### src/hdl/drrl_pkg.sv
// Shared types, register indexes and action codes of the DVFS request rate limiter.
package drrl_pkg;

	// Fixed field widths
	localparam int NOW_W    = 48;
	localparam int FREQ_W   = 32;
	localparam int US_W     = 24;
	localparam int CNT_W    = 8;
	localparam int ACT_W    = 4;
	localparam int CFG_IDX_W = 3;
	localparam int CFG_DATA_W = 32;

	// Default width of the stored time values
	localparam int TIME_BITS_DEF = 48;

	// Largest error count (saturation point)
	localparam logic [CNT_W-1:0] CNT_MAX = 8'd255;
	// Largest backoff exponent
	localparam logic [CNT_W-1:0] SHIFT_MAX = 8'd3;

	// Register indexes
	localparam logic [CFG_IDX_W-1:0] REG_FW_PATH      = 3'd0;
	localparam logic [CFG_IDX_W-1:0] REG_STRICT       = 3'd1;
	localparam logic [CFG_IDX_W-1:0] REG_SAFE_FREQ    = 3'd2;
	localparam logic [CFG_IDX_W-1:0] REG_MIN_INTERVAL = 3'd3;
	localparam logic [CFG_IDX_W-1:0] REG_BACKOFF_BASE = 3'd4;
	localparam logic [CFG_IDX_W-1:0] REG_BACKOFF_MAX  = 3'd5;
	localparam logic [CFG_IDX_W-1:0] REG_BOOST_LIMIT  = 3'd6;

	// Register reset values
	localparam logic [US_W-1:0]  MIN_INTERVAL_RST = 24'd100000;
	localparam logic [US_W-1:0]  BACKOFF_BASE_RST = 24'd500000;
	localparam logic [US_W-1:0]  BACKOFF_MAX_RST  = 24'd4000000;
	localparam logic [CNT_W-1:0] BOOST_LIMIT_RST  = 8'd3;

	// Operation codes
	localparam logic OP_VOTE   = 1'b0;
	localparam logic OP_RESUME = 1'b1;

	// Action codes
	localparam logic [ACT_W-1:0] ACT_DIRECT      = 4'd0;
	localparam logic [ACT_W-1:0] ACT_BACKOFF     = 4'd1;
	localparam logic [ACT_W-1:0] ACT_DUPLICATE   = 4'd2;
	localparam logic [ACT_W-1:0] ACT_RATELIMITED = 4'd3;
	localparam logic [ACT_W-1:0] ACT_SET_OK      = 4'd4;
	localparam logic [ACT_W-1:0] ACT_SET_FAIL    = 4'd5;
	localparam logic [ACT_W-1:0] ACT_BOOST_OK    = 4'd6;
	localparam logic [ACT_W-1:0] ACT_BOOST_FAIL  = 4'd7;
	localparam logic [ACT_W-1:0] ACT_RESUMED     = 4'd8;

	// Vote word
	typedef struct packed {
		logic              op;
		logic [NOW_W-1:0]  now_us;
		logic [FREQ_W-1:0] tgt_hz;
		logic [FREQ_W-1:0] meas_hz;
		logic              confirm_match;
		logic              set_ok;
		logic              boost_ok;
		logic [FREQ_W-1:0] actual_after_freq;
	} vote_t;

	// Result word
	typedef struct packed {
		logic [ACT_W-1:0]  action;
		logic              issue_set;
		logic              issue_boost;
		logic [FREQ_W-1:0] reported_freq;
		logic [CNT_W-1:0]  error_count;
		logic [US_W-1:0]   penalty_us;
	} result_t;

	// Configuration registers
	typedef struct packed {
		logic              firmware_path_enabled;
		logic              strict_confirm;
		logic [FREQ_W-1:0] fallback_hz;
		logic [US_W-1:0]   min_interval_us;
		logic [US_W-1:0]   backoff_base_us;
		logic [US_W-1:0]   backoff_max_us;
		logic [CNT_W-1:0]  boost_error_limit;
	} cfg_t;

	// State update enables
	typedef struct packed {
		logic freq_we;
		logic time_we;
		logic cnt_we;
		logic hold_we;
	} state_we_t;

endpackage

### src/hdl/drrl_vote_if.sv
// Vote channel: valid/ready handshake carrying one vote word.
interface drrl_vote_if;
	logic            valid;
	logic            ready;
	drrl_pkg::vote_t data;

	modport source (output valid, output data, input ready);
	modport sink   (input valid, input data, output ready);
endinterface

### src/hdl/drrl_result_if.sv
// Result channel: valid/ready handshake carrying one result word.
interface drrl_result_if;
	logic              valid;
	logic              ready;
	drrl_pkg::result_t data;

	modport source (output valid, output data, input ready);
	modport sink   (input valid, input data, output ready);
endinterface

### src/hdl/drrl_decide.sv
// Decision logic: classifies one vote and computes the result word and next limiter state.
module drrl_decide #(
	parameter int TIME_BITS = drrl_pkg::TIME_BITS_DEF
) (
	input  drrl_pkg::cfg_t                 cfg,
	input  drrl_pkg::vote_t                vote,
	input  logic [drrl_pkg::FREQ_W-1:0]    last_freq,
	input  logic [TIME_BITS-1:0]           last_time,
	input  logic [drrl_pkg::CNT_W-1:0]     err_cnt,
	input  logic [TIME_BITS-1:0]           hold_until,
	output drrl_pkg::result_t              result,
	output drrl_pkg::state_we_t            state_we,
	output logic [drrl_pkg::FREQ_W-1:0]    last_freq_nxt,
	output logic [TIME_BITS-1:0]           last_time_nxt,
	output logic [drrl_pkg::CNT_W-1:0]     err_cnt_nxt,
	output logic [TIME_BITS-1:0]           hold_until_nxt
);

	localparam logic [TIME_BITS-1:0] TIME_MASK = {TIME_BITS{1'b1}};

	logic [TIME_BITS-1:0]          now_t;
	logic [TIME_BITS-1:0]          min_ivl_t;
	logic [TIME_BITS-1:0]          elapsed;
	logic                          in_backoff;
	logic                          is_dup;
	logic                          rate_hit;
	logic [drrl_pkg::CNT_W-1:0]    cnt_inc;
	logic [drrl_pkg::CNT_W-1:0]    shift_raw;
	logic [1:0]                    shift;
	logic [drrl_pkg::US_W+2:0]     backoff_wide;
	logic [drrl_pkg::US_W-1:0]     backoff;
	logic [TIME_BITS:0]            hold_sum;
	logic [TIME_BITS-1:0]          hold_fail;
	logic                          boost_due;

	// Time compares
	assign now_t      = TIME_BITS'(vote.now_us);
	assign min_ivl_t  = TIME_BITS'(cfg.min_interval_us);
	assign elapsed    = now_t - last_time;
	assign in_backoff = now_t < hold_until;
	assign rate_hit   = (now_t < last_time) || (elapsed < min_ivl_t);

	// Duplicate check, strict mode also needs the clock and firmware to agree
	assign is_dup = (vote.tgt_hz == last_freq) &&
		(!cfg.strict_confirm ||
		 ((vote.meas_hz == vote.tgt_hz) && vote.confirm_match));

	// Failure path: saturating count, exponential backoff, saturating hold end
	assign cnt_inc      = (err_cnt != drrl_pkg::CNT_MAX) ? err_cnt + 1'b1 : err_cnt;
	assign shift_raw    = cnt_inc - 1'b1;
	assign shift        = (shift_raw > drrl_pkg::SHIFT_MAX) ? 2'd3 : shift_raw[1:0];
	assign backoff_wide = {3'b000, cfg.backoff_base_us} << shift;
	assign backoff      = (backoff_wide > {3'b000, cfg.backoff_max_us}) ?
		cfg.backoff_max_us : backoff_wide[drrl_pkg::US_W-1:0];
	assign hold_sum     = {1'b0, now_t} + (TIME_BITS+1)'(backoff);
	assign hold_fail    = hold_sum[TIME_BITS] ? TIME_MASK : hold_sum[TIME_BITS-1:0];
	assign boost_due    = (cnt_inc >= cfg.boost_error_limit) &&
		(cfg.fallback_hz != '0) && (last_freq != cfg.fallback_hz);

	// Outcome selection
	always_comb begin
		result.action        = drrl_pkg::ACT_DIRECT;
		result.issue_set     = 1'b0;
		result.issue_boost   = 1'b0;
		result.reported_freq = vote.tgt_hz;
		result.error_count   = err_cnt;
		result.penalty_us    = '0;
		state_we             = '0;
		last_freq_nxt        = vote.tgt_hz;
		last_time_nxt        = now_t;
		err_cnt_nxt          = '0;
		hold_until_nxt       = '0;

		if (vote.op == drrl_pkg::OP_RESUME) begin
			result.action        = drrl_pkg::ACT_RESUMED;
			result.reported_freq = '0;
			result.error_count   = '0;
			state_we             = '1;
			last_freq_nxt        = '0;
			last_time_nxt        = '0;
		end else if (!cfg.firmware_path_enabled) begin
			result.issue_set = 1'b1;
		end else if (in_backoff) begin
			result.action        = drrl_pkg::ACT_BACKOFF;
			result.reported_freq = vote.meas_hz;
		end else if (is_dup) begin
			result.action = drrl_pkg::ACT_DUPLICATE;
		end else if (rate_hit) begin
			result.action        = drrl_pkg::ACT_RATELIMITED;
			result.reported_freq = vote.meas_hz;
		end else if (vote.set_ok) begin
			result.action      = drrl_pkg::ACT_SET_OK;
			result.issue_set   = 1'b1;
			result.error_count = '0;
			state_we           = '1;
		end else begin
			result.issue_set     = 1'b1;
			result.error_count   = cnt_inc;
			result.penalty_us    = backoff;
			result.reported_freq = vote.actual_after_freq;
			state_we.cnt_we      = 1'b1;
			state_we.hold_we     = 1'b1;
			err_cnt_nxt          = cnt_inc;
			hold_until_nxt       = hold_fail;
			last_freq_nxt        = cfg.fallback_hz;
			if (boost_due) begin
				result.issue_boost = 1'b1;
				if (vote.boost_ok) begin
					result.action        = drrl_pkg::ACT_BOOST_OK;
					result.reported_freq = cfg.fallback_hz;
					state_we.freq_we     = 1'b1;
					state_we.time_we     = 1'b1;
				end else begin
					result.action = drrl_pkg::ACT_BOOST_FAIL;
				end
			end else begin
				result.action = drrl_pkg::ACT_SET_FAIL;
			end
		end
	end

endmodule

### src/hdl/dvfs_request_rate_limiter_core.sv
// Top level of the DVFS request rate limiter: registers, handshake and state.
// The block takes one frequency vote (or resume) per clock cycle while results are taken and
// returns one result word per vote, in order. A vote is captured in an input register,
// classified by combinational decision logic against the limiter state, and its result
// lands in an output register at the edge where the captured vote advances; the limiter
// state is updated at that same edge, so the next vote sees it with no bubble. A stalled
// output holds one result and one captured vote before ready drops. Configuration registers
// are written through the plain write port; they should be written only while no vote is in
// flight, which the block does not enforce. Writes to unknown indexes are ignored. TIME_BITS
// sets the width of the stored times; the time of a vote is taken modulo 2^TIME_BITS.
module dvfs_request_rate_limiter_core #(
	parameter int TIME_BITS = drrl_pkg::TIME_BITS_DEF
) (
	input  logic                              clk,
	input  logic                              arst_n,
	input  logic                              cfg_we,
	input  logic [drrl_pkg::CFG_IDX_W-1:0]    cfg_idx,
	input  logic [drrl_pkg::CFG_DATA_W-1:0]   cfg_data,
	drrl_vote_if.sink                         vote_in,
	drrl_result_if.source                     result_out
);

	drrl_pkg::cfg_t              cfg_q;
	logic                        valid_s1;
	drrl_pkg::vote_t             vote_s1;
	logic                        out_valid_q;
	drrl_pkg::result_t           out_word_q;
	logic [drrl_pkg::FREQ_W-1:0] last_freq_q;
	logic [TIME_BITS-1:0]        last_time_q;
	logic [drrl_pkg::CNT_W-1:0]  err_cnt_q;
	logic [TIME_BITS-1:0]        hold_until_q;

	drrl_pkg::result_t           result;
	drrl_pkg::state_we_t         state_we;
	logic [drrl_pkg::FREQ_W-1:0] last_freq_nxt;
	logic [TIME_BITS-1:0]        last_time_nxt;
	logic [drrl_pkg::CNT_W-1:0]  err_cnt_nxt;
	logic [TIME_BITS-1:0]        hold_until_nxt;
	logic                        advance;
	logic                        take_in;

	// Handshake: the captured vote moves on whenever the output register is free or drains
	assign advance          = valid_s1 && (!out_valid_q || result_out.ready);
	assign vote_in.ready    = !valid_s1 || advance;
	assign take_in          = vote_in.valid && vote_in.ready;
	assign result_out.valid = out_valid_q;
	assign result_out.data  = out_word_q;

	// Configuration registers
	always_ff @(posedge clk or negedge arst_n) begin
		if (!arst_n) begin
			cfg_q.firmware_path_enabled <= 1'b1;
			cfg_q.strict_confirm        <= 1'b0;
			cfg_q.fallback_hz           <= '0;
			cfg_q.min_interval_us       <= drrl_pkg::MIN_INTERVAL_RST;
			cfg_q.backoff_base_us       <= drrl_pkg::BACKOFF_BASE_RST;
			cfg_q.backoff_max_us        <= drrl_pkg::BACKOFF_MAX_RST;
			cfg_q.boost_error_limit     <= drrl_pkg::BOOST_LIMIT_RST;
		end else if (cfg_we) begin
			case (cfg_idx)
				drrl_pkg::REG_FW_PATH: begin
					cfg_q.firmware_path_enabled <= cfg_data[0];
				end
				drrl_pkg::REG_STRICT: begin
					cfg_q.strict_confirm <= cfg_data[0];
				end
				drrl_pkg::REG_SAFE_FREQ: begin
					cfg_q.fallback_hz <= cfg_data[drrl_pkg::FREQ_W-1:0];
				end
				drrl_pkg::REG_MIN_INTERVAL: begin
					cfg_q.min_interval_us <= cfg_data[drrl_pkg::US_W-1:0];
				end
				drrl_pkg::REG_BACKOFF_BASE: begin
					cfg_q.backoff_base_us <= cfg_data[drrl_pkg::US_W-1:0];
				end
				drrl_pkg::REG_BACKOFF_MAX: begin
					cfg_q.backoff_max_us <= cfg_data[drrl_pkg::US_W-1:0];
				end
				drrl_pkg::REG_BOOST_LIMIT: begin
					cfg_q.boost_error_limit <= cfg_data[drrl_pkg::CNT_W-1:0];
				end
				default: begin
				end
			endcase
		end
	end

	// Valid flags of the input and output registers
	always_ff @(posedge clk or negedge arst_n) begin
		if (!arst_n) begin
			valid_s1    <= 1'b0;
			out_valid_q <= 1'b0;
		end else begin
			if (take_in) begin
				valid_s1 <= 1'b1;
			end else if (advance) begin
				valid_s1 <= 1'b0;
			end
			if (advance) begin
				out_valid_q <= 1'b1;
			end else if (result_out.ready) begin
				out_valid_q <= 1'b0;
			end
		end
	end

	// Payload of the input and output registers
	always_ff @(posedge clk) begin
		if (take_in) begin
			vote_s1 <= vote_in.data;
		end
		if (advance) begin
			out_word_q <= result;
		end
	end

	// Limiter state
	always_ff @(posedge clk or negedge arst_n) begin
		if (!arst_n) begin
			last_freq_q  <= '0;
			last_time_q  <= '0;
			err_cnt_q    <= '0;
			hold_until_q <= '0;
		end else if (advance) begin
			if (state_we.freq_we) begin
				last_freq_q <= last_freq_nxt;
			end
			if (state_we.time_we) begin
				last_time_q <= last_time_nxt;
			end
			if (state_we.cnt_we) begin
				err_cnt_q <= err_cnt_nxt;
			end
			if (state_we.hold_we) begin
				hold_until_q <= hold_until_nxt;
			end
		end
	end

	// Decision logic
	drrl_decide #(
		.TIME_BITS (TIME_BITS)
	) u_decide (
		.cfg            (cfg_q),
		.vote           (vote_s1),
		.last_freq      (last_freq_q),
		.last_time      (last_time_q),
		.err_cnt        (err_cnt_q),
		.hold_until     (hold_until_q),
		.result         (result),
		.state_we       (state_we),
		.last_freq_nxt  (last_freq_nxt),
		.last_time_nxt  (last_time_nxt),
		.err_cnt_nxt    (err_cnt_nxt),
		.hold_until_nxt (hold_until_nxt)
	);

endmodule
### src/flat_wrapper.sv
// flat-port wrapper written by rule: the top's interface ports become plain ports
module dvfs_request_rate_limiter_core_flat 
#(
	parameter int TIME_BITS = drrl_pkg::TIME_BITS_DEF
)
  (clk, arst_n, cfg_we, cfg_idx, cfg_data, vote_in_valid, vote_in_data, vote_in_ready, result_out_valid, result_out_data, result_out_ready);
  drrl_vote_if vote_in_i ();
  drrl_result_if result_out_i ();
  input  logic clk;
  input  logic arst_n;
  input  logic cfg_we;
  input  logic [drrl_pkg::CFG_IDX_W-1:0] cfg_idx;
  input  logic [drrl_pkg::CFG_DATA_W-1:0] cfg_data;
  input wire logic [$bits(vote_in_i.valid)-1:0] vote_in_valid;
  input wire logic [$bits(vote_in_i.data)-1:0] vote_in_data;
  output wire logic [$bits(vote_in_i.ready)-1:0] vote_in_ready;
  output wire logic [$bits(result_out_i.valid)-1:0] result_out_valid;
  output wire logic [$bits(result_out_i.data)-1:0] result_out_data;
  input wire logic [$bits(result_out_i.ready)-1:0] result_out_ready;
  assign vote_in_i.valid = vote_in_valid;
  assign vote_in_i.data = vote_in_data;
  assign vote_in_ready = vote_in_i.ready;
  assign result_out_valid = result_out_i.valid;
  assign result_out_data = result_out_i.data;
  assign result_out_i.ready = result_out_ready;
  dvfs_request_rate_limiter_core #(.TIME_BITS(TIME_BITS)) u_core (.clk(clk), .arst_n(arst_n), .cfg_we(cfg_we), .cfg_idx(cfg_idx), .cfg_data(cfg_data), .vote_in(vote_in_i), .result_out(result_out_i));
endmodule
### config.mk
export PLATFORM = sky130hd
export DESIGN_NAME = dvfs_request_rate_limiter_core_flat
export DESIGN_NICKNAME = d
export VERILOG_FILES = /design/src/hdl/drrl_pkg.sv /design/src/hdl/drrl_vote_if.sv /design/src/hdl/drrl_result_if.sv /design/src/hdl/drrl_decide.sv /design/src/hdl/dvfs_request_rate_limiter_core.sv /design/src/flat_wrapper.sv
export SDC_FILE = /design/constraint.sdc
export NUM_CORES = 1
export LEC_CHECK = 0
export BUFFER_PORTS_ARGS = -buffer_cell sky130_fd_sc_hd__buf_4
export CAP_MARGIN = 20
export CORE_ASPECT_RATIO = 0.7
export CORE_MARGIN = 2
export CORE_UTILIZATION = 45
export CTS_BUF_LIST = sky130_fd_sc_hd__clkbuf_16
export CTS_CLUSTER_SIZE = 8
export DETAILED_ROUTE_END_ITERATION = 16
export PLACE_DENSITY = 0.63
export SLEW_MARGIN = 30
export SYNTH_ARGS = -nofsm -noshare
export SYNTH_HDL_FRONTEND = slang
export SYNTH_HIERARCHICAL = 1
export SYNTH_SLANG_ARGS = --single-unit
export TNS_END_PERCENT = 10
### constraint.sdc
create_clock -name clk -period 8.9 [get_ports clk]
set_input_delay 2.67 -clock clk [delete_from_list [all_inputs] [get_ports clk]]
set_output_delay 2.67 -clock clk [all_outputs]
set_load 0.005 [all_outputs]
==> results of run 1 <==
==> final cells by class <==
cell class	count	area, µm²	area share [%]
Multi-Input combinational cell	1934	14900	43.9
Sequential cell	470	12900	37.9
Timing Repair Buffer	309	2470	7.26
Clock buffer	68	1700	5.00
Tap cell	829	1040	3.05
Inverter	184	691	2.03
Clock inverter	56	293	0.861
Antenna cell	1	2.50	0.00735
==> placed cells by master (no fill, tap or decap), types with 23 or more instances in the layout <==
| cell type | n |
|---|---|
| a21o_1 | 37 |
| a21oi_1 | 196 |
| buf_4 | 297 |
| clkbuf_16 | 68 |
| dfrtp_1 | 228 |
| dfstp_2 | 23 |
| edfxtp_1 | 218 |
| ha_1 | 174 |
| inv_1 | 231 |
| mux2_2 | 272 |
| mux2i_1 | 80 |
| nand2_1 | 95 |
| nand2b_1 | 40 |
| nand3_1 | 54 |
| nand4_1 | 72 |
| nor2_1 | 186 |
| nor2b_1 | 81 |
| nor3_1 | 26 |
| nor4_1 | 27 |
| o211ai_1 | 31 |
| o21a_1 | 24 |
| o21ai_0 | 89 |
| o221a_2 | 25 |
| xnor2_1 | 125 |
| xor2_1 | 42 |
==> state kept, by name, summed over array words and instances, names as in the netlist <==
name                     cells
u_core/last_time_q          48
u_core/hold_until_q         48
u_core/last_freq_q          32
u_core/valid_s1              1
u_core/vote_s1             148
u_core/err_cnt_q             8
u_core/result_out.valid      1
u_core/result_out.data      70
u_core/cfg_q               114
==> how the worst max path moves through the flow <==
stage                                           to  slack [ns]                             from
2_1_floorplan   u_core/hold_until_q[3]$_DFFE_PN0P_        0.28  u_core/err_cnt_q[0]$_DFFE_PN0P_
3_3_place_gp   u_core/hold_until_q[47]$_DFFE_PN0P_        0.17  u_core/err_cnt_q[1]$_DFFE_PN0P_
3_5_place_dp   u_core/hold_until_q[47]$_DFFE_PN0P_       -0.21  u_core/err_cnt_q[1]$_DFFE_PN0P_
4_1_cts        u_core/hold_until_q[47]$_DFFE_PN0P_        0.05  u_core/err_cnt_q[1]$_DFFE_PN0P_
5_1_grt        u_core/hold_until_q[45]$_DFFE_PN0P_       -0.09  u_core/err_cnt_q[1]$_DFFE_PN0P_
6_report       u_core/hold_until_q[47]$_DFFE_PN0P_        0.46  u_core/err_cnt_q[6]$_DFFE_PN0P_
==> metrics by stage <==
step / area (µm²) / worst slack (ns)
floorplan: 29000 / 0.284
global placement: 31800 / 0.165
detailed placement: 31800 / -0.208
CTS: 33800 / 0.0546
global route: 34000 / -0.0942
finish: 34000 / 0.459
==> cell families (layout without fill, tap and decap cells) <==
family	count (synthesis)	in the layout	synth area share, %
flops	470	470	44.4
simple gates	682	682	12.3
buf+inv	311	617	4.68
mux	358	358	13.5
other cells	0	1	0
fa+ha+maj	178	178	7.73
xor+xnor	167	167	5.04
compound gates	549	549	12.4
==> cells in the mapped netlist, drive strengths merged (37+ instances only) <==
master	number
xor2	42
buf	69
nand2	97
nand4	74
inv	184
a21o	37
nor2	189
clkbuf	58
nor2b	84
a21oi	202
o21ai	109
xnor2	125
mux2i	85
nand2b	41
ha	176
dfrtp	229
nand3	54
mux2	273
edfxtp	218
==> what timing repair did <==
action,in CTS,in global routing
setup buffers,0,3
gates resized for setup,4,22
endpoints found under the setup margin,44,48
pin swaps,0,6
==> metal layers <==
layer / global-route usage, % / wire (µm) / up-vias
met5: 0 / 13 / -
met4: 6.24 / 1790 / 2
met3: 8.51 / 8070 / 125
met2: 38.9 / 38500 / 792
met1: 40.0 / 43000 / 11298
li1: - / - / 10415
==> power groups by stage <==
| stage | Clock, mW | Sequential, mW | Combinational, mW |
|---|---|---|---|
| 6_report | 2.40 | 2.91 | 3.65 |
| 3_3_place_gp | 0 | 2.93 | 3.45 |
| 2_1_floorplan | 0 | 2.83 | 2.47 |
| 5_1_grt | 2.55 | 2.94 | 3.99 |
| 3_5_place_dp | 0 | 2.94 | 3.51 |
| 4_1_cts | 2.45 | 2.90 | 3.55 |
==> results.md, run 1 <==
* Worst Tran Pin Value at 0.999 ns
* Die span in y at 216 µm
* Critical-path maximum fanout at 23
* Largest net degree at the start of global routing at 169
* Share of cells above drive strength 1 at about a quarter
* Yosys warnings at 6
* Layout Utilization at approximately 54%
* Clock buffer depth at 3
* Clock Pin Slew Worst Setup and Hold Paths at 0.05 ns
* Pwr/cell area at around 260 nW/µm²
* Internal power at 5.58 mW
* Max cap viols at 0
* H-tree Lvls at 3
* Wirelength per Cell at 23.7 µm
* Req. time, crit path at 9.40 ns
* Switching Share at 37.7%
* Core Area at roughly 63000 µm²
* Slew HR at 33.4%
* Final antenna-violating net count at 0
* Worst Reg-to-Reg Cells at 40
* Cell mode on critical path: a21oi_1
* Tot Pwr at 8.96 mW
* Die X at 308 µm
* Combinational share of power at between 40% and 50%
* CP Launch Type: flip-flop
* Unrepaired setup endpoints after global routing: true
* NumNets Final at 3333
* Post-synth EDFFs at 218
* Post-synthesis cell area at around 29000 µm²
* Setup TNS at 0 ns
* IO Pins at 260
* Peak supply drop at around 160 µV
* Clock Skew at slightly above 0.03 ns
* Stages on worst setup path at 40
* Synth area leaders: edfxtp_1 (23%), dfrtp_1 (20%), mux2_2 (11%)
* PortBufs at around 260
* Min-Delay Endpoint: u_core/last_time_q[44]$_DFFE_PN0P_
* Hold Slack at 0.503 ns
* First-pass detailed-route iteration total at 6
* Layout area overhead at 17.3%
* Distinct cells, synth at a little under 90
* Clock root buffer: clkbuf_16
* Critical path endpoint category: flip-flop
* Fin crit share at 94.8%
* Final number of setup-violating endpoints at 0
* Status: complete, no violations
* Worst hold start: u_core/last_time_q[44]$_DFFE_PN0P_
* Vias per Instance at just under 6
* Gate family responsible for the most delay along the worst path: compound AO/OA/AOI/OAI gates
* Yosys top cell area share at 22.6%
* Final GP Congestion at roughly 1
* Hold Vio Cnt, Final at 0
* Final wirelength at 91300 µm
* Hold_buf cts at 0
* Post-Syn Instances at 2715
* Switch Pwr at 3.38 mW
* Non-filler cells, final at a little under 4k
* Total global routing overflow at 0
* Seq/Total Area, Yosys at 44.4%
* Clock Power Share at between 20% and 30%
* # fillers at 5504
* Syn_nets at 3081
* Data arrival, critical path at 8.94 ns
* Ys flop type: dfrtp_1
* Min Clock Period, post-route at 8.44 ns
* CP peak stage delay at 0.45 ns
* Fmax at 118 MHz
* Post-route DRC at 0
* Hold path depth at 1
* Synth Area per Inst at 10.7 µm²
* Sequential Power Share at 32.5%
* Reg2reg start: u_core/err_cnt_q[6]$_DFFE_PN0P_
* Synthesis-stage register bit count at 470
* Buffer and inverter count on the worst path at 5
* CTS tree: built
* First-pass GRT wire length at 137000 µm
* Worst skew pair latency at 0.63 ns
* Worst R2R End: u_core/hold_until_q[47]$_DFFE_PN0P_
* Leak Pwr at around 14 nW
* Post-DP HPWL at slightly below 70000 µm
* Register-to-register setup slack at 0.46 ns
* Vias at 22.6k
* Initial core utilization at 45.7%
* Drt initial violations at 2071
* Worst min-delay path class: reg -> reg
* Leading area contributor after synthesis: edfxtp_1
* Initial antenna violation count at 4
* All-layer global routing usage at 27.2%
* Critical Setup Path Class: reg -> reg
* Placed cell count at 3720
* CTS Buf Count at 68
* # rows at 77
* CTS sink cnt at 470
* Vias in the first global route at 22.3k
* Post-synth ARST share at a little over half
* Worst path slowest cell: a2111o_1
* Slew Viols, Final at 0
* Die area at 66600 µm²
No activity file was read; power rests on OpenSTA's default activity.
==> inputs of run 2 (changes only) <==
--- a/config.mk
+++ b/config.mk
@@ -13,7 +13,7 @@
 export CTS_BUF_LIST = sky130_fd_sc_hd__clkbuf_16
 export CTS_CLUSTER_SIZE = 8
 export DETAILED_ROUTE_END_ITERATION = 16
-export PLACE_DENSITY = 0.63
+export PLACE_DENSITY = 0.6
 export SLEW_MARGIN = 30
 export SYNTH_ARGS = -nofsm -noshare
 export SYNTH_HDL_FRONTEND = slang
==> constraint.sdc (replaced) <==
create_clock -name clk -period 10.17 [get_ports clk]
set_input_delay 3.051 -clock clk [delete_from_list [all_inputs] [get_ports clk]]
set_output_delay 3.051 -clock clk [all_outputs]
set_load 0.005 [all_outputs]
==> results.md, run 2 (same netlist as run 1, synthesis figures left out) <==
* Status: complete, no violations (unchanged)
* First-pass GRT wire length at 138000 µm (was 137000 µm)
* Leak Pwr at 14.4 nW (was 14.5 nW)
* IO Pins at 260 (unchanged)
* Cell mode on critical path: a21oi_1 (unchanged)
* Max cap viols at 0 (unchanged)
* Sequential Power Share at 32.4% (was 32.5%)
* Post-CTS Setup Bufs at 0 (unchanged)
* Min Clock Period, post-route at 9.65 ns (was 8.44 ns)
* CTS Buf Count at 69 (was 68)
* Die area at 66600 µm² (unchanged)
* Combinational share of power at 39.9% (was 40.8%)
* First-pass detailed-route iteration total at 5 (was 6)
* Core Area at 63500 µm² (unchanged)
* CP peak stage delay at 0.63 ns (was 0.45 ns)
* DP Area at 31700 µm² (was 31800 µm²)
* Initial core utilization at 45.7% (unchanged)
* Largest register FFs at 148 (unchanged)
* Unrepaired setup endpoints after global routing: false (was true)
* # rows at 77 (unchanged)
* Tot Pwr at 7.82 mW (was 8.96 mW)
* Hold_buf cts at 0 (unchanged)
* Switch Pwr at 2.94 mW (was 3.38 mW)
* Share of cells above drive strength 1 at 24.5% (was 25.3%)
* Switching Share at 37.7% (about the same)
* Fmax at 104 MHz (was 118 MHz)
* CTS tree: built (unchanged)
* Internal power at 4.87 mW (was 5.58 mW)
* Data arrival, critical path at 10.20 ns (was 8.94 ns)
* Final wirelength at 91800 µm (was 91300 µm)
* Die span in y at 216 µm (unchanged)
* Worst Tran Pin Value at 1.00 ns (was 0.999 ns)
* Clock Pin Slew Worst Setup and Hold Paths at 0.05 ns (about the same)
* Peak supply drop at 152 µV (was 163 µV)
* Slew Viols, Final at 0 (unchanged)
* Commonest cells after routing, fill and taps aside: buf_4 (284), mux2_2 (272), inv_1 (231) (was buf_4 (297), mux2_2 (272), inv_1 (231))
* Post-route DRC at 0 (unchanged)
* Worst skew pair latency at 0.61 ns (was 0.63 ns)
* Initial antenna violation count at 8 (was 4)
* Vias in the first global route at 22.1k (was 22.3k)
* Commonest non-fill, non-tap cell in the layout: buf_4 (unchanged)
* Critical Setup Path Class: reg -> reg (unchanged)
* Largest net degree at the start of global routing at 172 (was 169)
* Drt initial violations at 2010 (was 2071)
* Post-CTS sizing at 2 (was 4)
* Wirelength per Cell at 23.9 µm (was 23.7 µm)
* Worst min-delay path class: reg -> reg (unchanged)
* Largest Register: u_core/vote_s1 (unchanged)
* Fin area at 33800 µm² (was 34000 µm²)
* # fillers at 5547 (was 5504)
* Layout area overhead at 16.6% (was 17.3%)
* Worst path slowest cell: or4_4 (was a2111o_1)
* Pwr/cell area at 231 nW/µm² (was 263 nW/µm²)
* Hold Vio Cnt, Final at 0 (unchanged)
* Clock buffer depth at 3 (unchanged)
* Total global routing overflow at 0 (unchanged)
* Final GP Congestion at 1.03 (was 0.972)
* Clock Skew at 0.0246 ns (was 0.0304 ns)
* All-layer global routing usage at 27.4% (was 27.2%)
* Slew HR at 33.0% (was 33.4%)
* H-tree Lvls at 3 (unchanged)
* Clock Power Share at 27.6% (was 26.8%)
* Die X at 308 µm (unchanged)
* Clock root buffer: clkbuf_16 (unchanged)
* CP Launch Type: flip-flop (unchanged)
* Fin crit share at 94.9% (was 94.8%)
* PortBufs at 259 (unchanged)
* Vias at 22.6k (about the same)
* Req. time, crit path at 10.71 ns (was 9.40 ns)
* CTS sink cnt at 470 (unchanged)
* Critical path endpoint category: flip-flop (unchanged)
* Critical-path maximum fanout at 38 (was 23)
* Post-DP HPWL at 68700 µm (was 68100 µm)
* Final antenna-violating net count at 0 (unchanged)
* NumNets Final at 3315 (was 3333)
* Final number of setup-violating endpoints at 0 (unchanged)
* Vias per Instance at 5.89 (was 5.88)
==> run 2: changes by cell type in the layout (fill, tap and decap cells not counted), moves of 3 or more <==
cell	delta
buf_12	-3
diode_2	+5
buf_4	-13
mux2i_2	-4
mux2i_1	+5
==> run 2: path summary, 6_finish.rpt <==
kind | from | end | slack [ns] | cells after the start
hold / removal | u_core/last_time_q[28]$_DFFE_PN0P_ | u_core/last_time_q[28]$_DFFE_PN0P_ | 0.50 | 1
setup reg to reg | u_core/err_cnt_q[0]$_DFFE_PN0P_ | u_core/hold_until_q[16]$_DFFE_PN0P_ | 0.52 | 39
max in group asynchronous | arst_n | u_core/cfg_q[109]$_DFFE_PN0P_ | 6.38 | 3
hold reg to reg | u_core/last_time_q[28]$_DFFE_PN0P_ | u_core/last_time_q[28]$_DFFE_PN0P_ | 0.50 | 1
min in group asynchronous | arst_n | u_core/hold_until_q[12]$_DFFE_PN0P_ | 2.40 | 1
setup / recovery | u_core/err_cnt_q[0]$_DFFE_PN0P_ | u_core/hold_until_q[16]$_DFFE_PN0P_ | 0.52 | 39
==> run 2: worst max-delay path, delay by kind of cell, from the launching register on <==
family | cells | cell delay (ns)
AO/OA/AOI/OAI | 15 | 3.13
XOR/XNOR | 1 | 0.26
adder cells (fa/ha/maj) | 5 | 1.58
buffers and inverters | 5 | 1.00
flip-flops | 1 | 0.47
multiplexers | 4 | 0.86
AND/OR/NAND/NOR | 9 | 2.25
==> run 2: area by class of cell <==
cell class | instances | area, µm² | share of cell area, %
antenna | 6 | 15.0 | 0.0444
clock buffer | 70 | 1750 | 5.18
clock inverter | 57 | 323 | 0.954
inverter | 184 | 691 | 2.04
multi-input combinational | 1934 | 14900 | 44.0
sequential | 470 | 12900 | 38.1
tap | 829 | 1040 | 3.07
timing repair buffer | 290 | 2250 | 6.64
==> run 2: routing by layer <==
layer	GRT usage (%)	wire, µm
met1	42.1	45000
met2	38.4	37800
met3	6.64	7380
met4	6.00	1570
met5	0	0
==> run 2: power by group through the flow <==
stage                     Sequential [mW]  Clock, mW  Combinational, mW
after floorplan                      2.47          0               2.16
after global placement               2.56          0               2.99
after detailed placement             2.57          0               3.03
after CTS                            2.53       2.21               3.06
after global routing                 2.57       2.30               3.40
final                                2.54       2.16               3.12
==> run 2: per-stage QoR <==
stage	utilization (%)	setup slack [ns]	hold WS [ns]	instances	TNS, ns
2_1_floorplan	-	1.55	0.479	2715	0
3_3_place_gp	49.8	0.265	0.489	3705	0
3_5_place_dp	49.9	-0.220	0.495	3706	-7.46
4_1_cts	53.2	0.0141	0.506	3833	0
5_1_grt	53.3	0.0186	0.521	3837	0
6_report	53.3	0.518	0.503	3840	0
